File: config.mk
export PLATFORM = sky130hd
export DESIGN_NAME = dec2d_queue
export DESIGN_NICKNAME = d
export VERILOG_FILES = /design/src/rtl/dec2d_pkg.sv /design/src/rtl/dec2d_queue.sv
export SDC_FILE = /design/constraint.sdc
export NUM_CORES = 1
export LEC_CHECK = 0
export BUFFER_PORTS_ARGS = -buffer_cell sky130_fd_sc_hd__buf_2
export CAP_MARGIN = 0
export CORE_MARGIN = 8
export CORE_UTILIZATION = 55
export CTS_CLUSTER_DIAMETER = 120
export DETAILED_ROUTE_END_ITERATION = 10
export GPL_TIMING_DRIVEN = 0
export PLACE_DENSITY = 0.76
export SETUP_SLACK_MARGIN = 0.5
export SYNTH_ARGS = -nofsm -noshare
export SYNTH_HDL_FRONTEND = slang
export SYNTH_SLANG_ARGS = --single-unit
File: constraint.sdc
create_clock -name clock -period 25.3 [get_ports clock]
set_input_delay 5.06 -clock clock [delete_from_list [all_inputs] [get_ports clock]]
set_output_delay 5.06 -clock clock [all_outputs]
set_load 0.005 [all_outputs]
File: src/rtl/dec2d_pkg.sv
`timescale 1ns / 1ps
`default_nettype none

package dec2d_pkg;

   localparam int QUEUE_DEPTH = 4;

   localparam int VEL_W   = 32;             // velocity / position word
   localparam int MASS_W  = 16;             // Q8.8 mass
   localparam int DIFF_W  = 33;             // magnitude of a 32-bit difference
   localparam int PROD_W  = 65;             // |dv| * |d|
   localparam int DOT_W   = 66;             // |dot| and dist2
   localparam int MSUM_W  = 17;
   localparam int HALF_W  = 33;             // chunk width for split multiplies
   localparam int TPROD_W = 99;             // |dot| * |d|
   localparam int PART_W  = 49;             // 33 x 16 partial product
   localparam int MPART_W = 50;             // 33 x 17 partial product
   localparam int DEN_W   = 83;             // dist2 * M
   localparam int DEN2_W  = 84;             // 2 * dist2 * M
   localparam int NUM_W   = 118;
   localparam int QUOT_W  = 36;             // velocity change stays below 2^35
   localparam int SUM_W   = 38;

   localparam logic [1:0] OC_PASS    = 2'd0;
   localparam logic [1:0] OC_COLLIDE = 2'd1;
   localparam logic [1:0] OC_NOMASS  = 2'd2;

   typedef struct packed {
      logic        [MASS_W-1:0] first_mass;
      logic signed [VEL_W-1:0]  first_x;
      logic signed [VEL_W-1:0]  first_y;
      logic signed [VEL_W-1:0]  first_vx;
      logic signed [VEL_W-1:0]  first_vy;
      logic        [MASS_W-1:0] second_mass;
      logic signed [VEL_W-1:0]  second_x;
      logic signed [VEL_W-1:0]  second_y;
      logic signed [VEL_W-1:0]  second_vx;
      logic signed [VEL_W-1:0]  second_vy;
   } req_type;

   typedef struct packed {
      logic signed [VEL_W-1:0] first_vx_after;
      logic signed [VEL_W-1:0] first_vy_after;
      logic signed [VEL_W-1:0] second_vx_after;
      logic signed [VEL_W-1:0] second_vy_after;
      logic        [1:0]       outcome;
   } rsp_type;

   // classified request handed from front to back
   typedef struct packed {
      logic        [MASS_W-1:0] m1;
      logic        [MASS_W-1:0] m2;
      logic signed [VEL_W-1:0]  v1x;
      logic signed [VEL_W-1:0]  v1y;
      logic signed [VEL_W-1:0]  v2x;
      logic signed [VEL_W-1:0]  v2y;
      logic        [DIFF_W-1:0] adx;
      logic        [DIFF_W-1:0] ady;
      logic                     x_neg;
      logic                     y_neg;
      logic                     sx;     // dvx and dx differ in sign
      logic                     sy;
      logic        [PROD_W-1:0] p1;
      logic        [PROD_W-1:0] p2;
   } entry_type;

   typedef struct packed {
      logic signed [VEL_W-1:0] v1x;
      logic signed [VEL_W-1:0] v1y;
      logic signed [VEL_W-1:0] v2x;
      logic signed [VEL_W-1:0] v2y;
      logic                    x_neg;
      logic                    y_neg;
      logic        [1:0]       outcome;
   } side_type;

endpackage

`default_nettype wire

File: src/rtl/dec2d_queue.sv
`timescale 1ns / 1ps
`default_nettype none

module dec2d_queue #(
   parameter int DEPTH = dec2d_pkg::QUEUE_DEPTH
) (
   input  wire logic                 clock,
   input  wire logic                 reset,
   input  wire logic                 push,
   input  wire dec2d_pkg::entry_type push_data,
   output logic                      full,
   input  wire logic                 pop,
   output dec2d_pkg::entry_type      pop_data,
   output logic                      empty
);

   localparam int PTR_W = (DEPTH > 1) ? $clog2(DEPTH) : 1;
   localparam int CNT_W = $clog2(DEPTH + 1);

   dec2d_pkg::entry_type  entries_ff [DEPTH];
   logic [PTR_W-1:0]      wr_ptr_ff, wr_ptr_in, rd_ptr_ff, rd_ptr_in;
   logic [CNT_W-1:0]      count_ff, count_in;
   logic                  do_push, do_pop;

   assign full     = count_ff == CNT_W'(DEPTH);
   assign empty    = count_ff == '0;
   assign do_push  = push && !full;
   assign do_pop   = pop && !empty;
   assign pop_data = entries_ff[rd_ptr_ff];

   always_comb begin
      wr_ptr_in = wr_ptr_ff;
      rd_ptr_in = rd_ptr_ff;
      if (do_push) begin
         wr_ptr_in = (wr_ptr_ff == PTR_W'(DEPTH - 1)) ? '0 : wr_ptr_ff + 1'b1;
      end
      if (do_pop) begin
         rd_ptr_in = (rd_ptr_ff == PTR_W'(DEPTH - 1)) ? '0 : rd_ptr_ff + 1'b1;
      end
      case ({do_push, do_pop})
         2'b10:   count_in = count_ff + 1'b1;
         2'b01:   count_in = count_ff - 1'b1;
         default: count_in = count_ff;
      endcase
   end

   always_ff @(posedge clock) begin
      if (reset) begin
         wr_ptr_ff <= '0;
         rd_ptr_ff <= '0;
         count_ff  <= '0;
      end else begin
         wr_ptr_ff <= wr_ptr_in;
         rd_ptr_ff <= rd_ptr_in;
         count_ff  <= count_in;
      end
      if (do_push) begin
         entries_ff[wr_ptr_ff] <= push_data;
      end
   end

   a_count_up: assert property (@(posedge clock) disable iff (reset)
      $past(!reset) && $past(do_push && !do_pop) |-> count_ff == $past(count_ff) + 1'b1)
      else $error("queue count did not follow a lone push");

   a_empty_ptrs: assert property (@(posedge clock) disable iff (reset)
      (count_ff == '0) |-> (wr_ptr_ff == rd_ptr_ff))
      else $error("queue empty with pointers apart");

endmodule

`default_nettype wire

==> qor.yml, run 1 <==
status: "finished, final reports clean"
postCtsSetupRepairBufs: 0
die_h_um: 325
cp-start-kind: "flip-flop"
grt_use_total: 0.231
crit_type: "reg -> out"
syn_area_um2: 52400
synth_most_common_cell: "edfxtp_1"
fmax_mhz: 127
nets: 3200
rows: 113
timing.final.crit_period_ns: 7.85
die_area_um2: 105000
viasPerCell: 5.85
cts-root-buf: "clkbuf_16"
critPathMaxFanout: 10
r2r-start: "count_ff[0]$_SDFFE_PP0P_"
whs_ns: 0.549
finalSetupTns_ns: 0
synth_area_per_cell_um2: 27.1
leakagePower_nw: 21.1
ys_top_cells_by_count: "edfxtp_1, mux4_2, buf_2"
clk_latency_ns: 0.73
cts.sinks: 1449
finalMaxSlewViolations: 0
place.gp.congestion: 0.804
worstMarginPinSlew_ns: 0.733
pin_count: 726
endpoint_kind: "primary output"
num_vias: 24956
portBuffers: 724
yosysTopAreaCellShare: 0.825
synth_cell_type_count: 25
antenna_left: 0
firstDrtPassIters: 5
netlist_instances: 1934
min_from: "rd_ptr_ff[0]$_SDFFE_PP0N_"
drc: 0
synth-edff-count: 1440
synth_area_leader_cell: "edfxtp_1"
cts_resized: 0
crit_required_ns: 20.24
timing.final.hold_violations: 0
ys.flop_type: "edfxtp_1"
yosysWarnings: 0
numCtsBuffers: 141
fin_util: 0.666
slew_headroom: 0.512
fp.coreArea_um2: 94700
grt_pass1_vias: 26695
finClkSkew_ns: 0.0269
antenna_found_initial: 70
grt_pass1_wl_um: 179000
path_clk_slew_ns: 0.06
grt_overflow: 0
setup_violations: 0
first_iter_violations: 2185
hold_class: "reg -> reg"
maxCapViolations: 0
grt_max_degree: 61
crit_arrival_ns: 2.79
postSynth.asyncResetShare: 0
start_util: 0.554
syn_nets: 2305
synth-seq-cells: 1449
dp_hpwl_um: 82000
area_growth_pct: 20.4
totalWireLength_um: 124000
yosysSeqAreaShare: 0.828
drive_gt1_frac: 0.471
cts-hold-fix-buffers: 0
ir_drop_v: 0.0000729
clk_path_buf_depth: 3
die_w_um: 325
synth_area_leaders: "edfxtp_1, mux4_2, buf_6"
routedWlPerCell_um: 29.0
min_period_over_period: 0.310
cts_tree: "yes"
htreeDepth: 4
rsz0062_at_grt: "no"
p_per_area_nw_per_um2: 98.8
final timing paths:
check,end,slack (ns),depth (start not counted)
hold reg to reg,flip-flop,0.55,2
hold / removal,flip-flop,0.55,2
setup / recovery,pop_data[96],17.45,5
setup reg to reg,entries_ff[2][319]$_DFFE_PP_,22.06,7
sequential cells by signal, summed over array words and instances (netlist names), named ones only:
name	count
count_ff	3
entries_ff	1440
rd_ptr_ff	2
wr_ptr_ff	2
per-stage QoR:
step / setup WS, ns / cell area [um^2] / power, W / std cells
detailed placement: 17.70 / 58400 / 0.00423 / 3951
global route: 17.32 / 63100 / 0.00645 / 4245
CTS: 17.31 / 63000 / 0.00630 / 4206
floorplan: 11.24 / 52400 / 0.00374 / 1934
global placement: 5.18 / 57600 / 0.00432 / 3923
finish: 17.45 / 63100 / 0.00623 / 4265
critical path, cell delays in order, from the launching register on:
cell and delay [ns]:
dfxtp_1 0.30, buf_2 0.37, buf_2 0.45, buf_2 0.37, mux4_2 0.40, buf_2 0.15
final cells by class:
| class | count | area, um^2 |
|---|---|---|
| sequential | 1449 | 43400 |
| antenna | 59 | 148 |
| clock buffer | 176 | 3770 |
| clock inverter | 79 | 792 |
| fill | 5837 | 31600 |
| inverter | 8 | 30.0 |
| timing repair buffer | 752 | 4370 |
| tap | 1265 | 1580 |
| multi-input combinational | 395 | 8400 |
| buffer | 82 | 614 |
power by group:
part | internal (W) | switching (W) | leakage [nW] | total (W)
sequential | 0.00288 | 0.0000527 | 13.3 | 0.00293
combinational | 0.000596 | 0.000655 | 5.63 | 0.00125
clock | 0.00119 | 0.000868 | 2.21 | 0.00205
layout by cell type, fill, tap and decap left out, types with 2 or more instances in the layout:
cell,Yosys,layout
edfxtp_1,1440,1440
buf_2,40,764
mux4_2,360,360
clkbuf_16,0,146
diode_2,0,59
clkbuf_1,7,37
buf_6,34,34
clkinv_1,0,32
buf_16,0,25
clkinv_2,0,16
bufinv_16,0,12
dfxtp_1,9,9
inv_1,8,8
ha_1,6,6
clkinvlp_4,0,6
inv_6,0,5
and3_4,0,4
nor2_1,4,4
a21oi_1,4,4
inv_16,0,3
buf_12,0,3
nor3_1,2,2
xor2_1,2,2
nand3_1,2,2
or3_1,2,2
clkinv_8,0,2
metal layers:
metal | share of wire | wire (um) | GRT usage | vias to the layer above
li1 | - | - | - | 10343
met1 | 0.33 | 41200 | 0.257 | 13032
met2 | 0.52 | 64500 | 0.391 | 1236
met3 | 0.092 | 11400 | 0.0796 | 315
met4 | 0.051 | 6270 | 0.125 | 30
met5 | 0.0016 | 192 | 0 | -
kinds of logic (layout without fill, tap and decap cells):
group | after synthesis | after routing | synth area share
compound gates | 8 | 8 | 0.00100
xor+xnor | 2 | 2 | 0.000334
fa+ha+maj | 7 | 7 | 0.00181
buf+inv | 90 | 1097 | 0.0123
flops | 1449 | 1449 | 0.828
mux | 361 | 361 | 0.155
other cells | 0 | 59 | 0
simple gates | 17 | 17 | 0.00179
No activity file was read; power rests on OpenSTA's default activity.
==> run 2: changes to the inputs <==
clock period = 7.82 ns   (was 25.3 ns; I/O delays follow)
==> qor.yml, run 2 (synthesized netlist as in run 1, its figures left out) <==
status: "finished, final reports clean"  # unchanged
pin_count: 726  # unchanged
slew_headroom: 0.333  # was 0.512
num_vias: 24899  # was 24956
endpoint_kind: "primary output"  # unchanged
top_register: "entries_ff"  # unchanged
crit_arrival_ns: 2.96  # was 2.79 ns
cp_common_cell: "buf_2"  # unchanged
grt_overflow: 0  # unchanged
fmax_mhz: 221
fillCellCount: 5852  # was 5837
rows: 113  # unchanged
path_clk_slew_ns: 0.06  # about the same
grt_use_total: 0.232  # was 0.231
final-seq-area_um2: 43400  # unchanged
firstDrtPassIters: 5  # unchanged
fin_util: 0.664  # was 0.666
crit_type: "reg -> out"  # unchanged
grt_max_degree: 61  # unchanged
layout_commonest_cell: "edfxtp_1"  # unchanged
start_util: 0.554  # unchanged
die_h_um: 325  # unchanged
numCtsBuffers: 145  # was 141
clk_latency_ns: 0.74  # was 0.73 ns
nets: 3200  # unchanged
place_inst: 3947  # was 3951
cp-start-kind: "flip-flop"  # unchanged
antenna_found_initial: 46  # was 70
first_iter_violations: 2243  # was 2185
final_cells: 4249  # was 4265
cp_num_buf_inv: 4  # unchanged
die_w_um: 325  # unchanged
fp.coreArea_um2: 94700  # unchanged
routedWlPerCell_um: 29.3  # was 29.0 um
die_area_um2: 105000  # unchanged
cts_resized: 0  # unchanged
finalSetupTns_ns: 0  # unchanged
maxCapViolations: 0  # unchanged
dp_hpwl_um: 80600  # was 82000 um
cts-hold-fix-buffers: 0  # unchanged
largest_reg_flops: 1440  # unchanged
drive_gt1_frac: 0.470  # was 0.471
ir_drop_v: 0.000239  # was 0.0000729 V
finalMaxSlewViolations: 0  # unchanged
cts-root-buf: "clkbuf_16"  # unchanged
timing.final.crit_period_ns: 4.52
postCtsSetupRepairBufs: 0  # unchanged
min_period_over_period: 0.578
drc: 0  # unchanged
min_from: "rd_ptr_ff[0]$_SDFFE_PP0N_"  # unchanged
antenna_left: 0  # unchanged
multi_input_area_um2: 8400  # unchanged
power_w: 0.0201  # was 0.00623 W
totalWireLength_um: 124000  # about the same
worstMarginPinSlew_ns: 1.00  # was 0.733 ns
rsz0062_at_grt: "no"  # unchanged
critPathMaxFanout: 10  # unchanged
r2r-start: "count_ff[1]$_SDFFE_PP0P_"  # was count_ff[0]$_SDFFE_PP0P_
crit_chain: "buf_2, buf_2, buf_2, mux4_2, buf_2"  # unchanged
cts_tree: "yes"  # unchanged
reg.largest.list: "entries_ff x1440, count_ff x3"  # unchanged
hold_class: "reg -> reg"  # unchanged
worst_path_max_delay_cell: "mux4_2"  # was buf_2
htreeDepth: 4  # unchanged
clk_path_buf_depth: 3  # unchanged
final_cell_mix: "edfxtp_1, buf_2, mux4_2"  # unchanged
area_growth_pct: 20.0  # was 20.4%
timing.final.hold_violations: 0  # unchanged
grt_pass1_vias: 26436  # was 26695
whs_ns: 0.530  # was 0.549 ns
grt_pass1_wl_um: 179000  # about the same
leakagePower_nw: 21.1  # about the same
cts.sinks: 1449  # unchanged
place.gp.congestion: 0.771  # was 0.804
cp_top_family: "buffers and inverters"  # unchanged
finClkSkew_ns: 0.0350  # was 0.0269 ns
p_per_area_nw_per_um2: 319  # was 98.8 nW/um^2
portBuffers: 724  # unchanged
critPathMaxStageDelay_ns: 0.51  # was 0.45 ns
setup_violations: 0  # unchanged
viasPerCell: 5.86  # was 5.85
crit_required_ns: 6.26  # was 20.24 ns
==> run 2: cell count changes in the layout (fill, tap and decap cells not counted), sizes merged <==
| cell | change |
|---|---|
| clkinv | +16 |
| clkinvlp | -5 |
| bufinv | -2 |
| diode | -16 |
| buf | -4 |
| inv | -5 |
==> run 2: worst paths after layout <==
| kind | end | slack [ns] | cells after the start |
|---|---|---|---|
| setup reg to reg | entries_ff[1][283]$_DFFE_PP_ | 4.68 | 6 |
| setup / recovery | pop_data[222] | 3.30 | 5 |
| hold reg to reg | flip-flop | 0.53 | 2 |
| hold / removal | flip-flop | 0.53 | 2 |
==> run 2: metrics by stage <==
stage / setup WS [ns] / instance area, um^2
global route: 3.16 / 62900
detailed placement: 3.72 / 58300
finish: 3.30 / 62900
global placement: -1.76 / 57700
floorplan: 1.46 / 52400
CTS: 3.17 / 62800
==> run 2: layout make-up <==
class	count	area share
Clock inverter	83	0.0106
Timing Repair Buffer	748	0.0681
Sequential cell	1449	0.690
Clock buffer	176	0.0610
Antenna cell	43	0.00171
Inverter	8	0.000477
Tap cell	1265	0.0251
Multi-Input combinational cell	395	0.133
Buffer	82	0.00976
==> run 2: metal layers <==
layer,wire [um],track usage,up-vias,part of all wire
met2,66800,0.410,1149,0.54
met1,41300,0.258,13127,0.33
met5,173,0,-,0.0014
met4,5200,0.0995,26,0.042
li1,-,-,10325,-
met3,10900,0.0741,272,0.087
==> run 2: worst reg2reg max path: stages (launching register included) <==
cell	delay (ns)
dfxtp_1	0.41
or3b_1	0.14
clkbuf_2	0.19
and3_4	0.86
buf_16	0.41
buf_16	0.29
buf_16	0.42
==> run 2: power by group <==
part | internal [W] | switching (W)
registers | 0.00931 | 0.000173
clock network | 0.00381 | 0.00274
logic | 0.00192 | 0.00213
total | 0.0150 | 0.00505
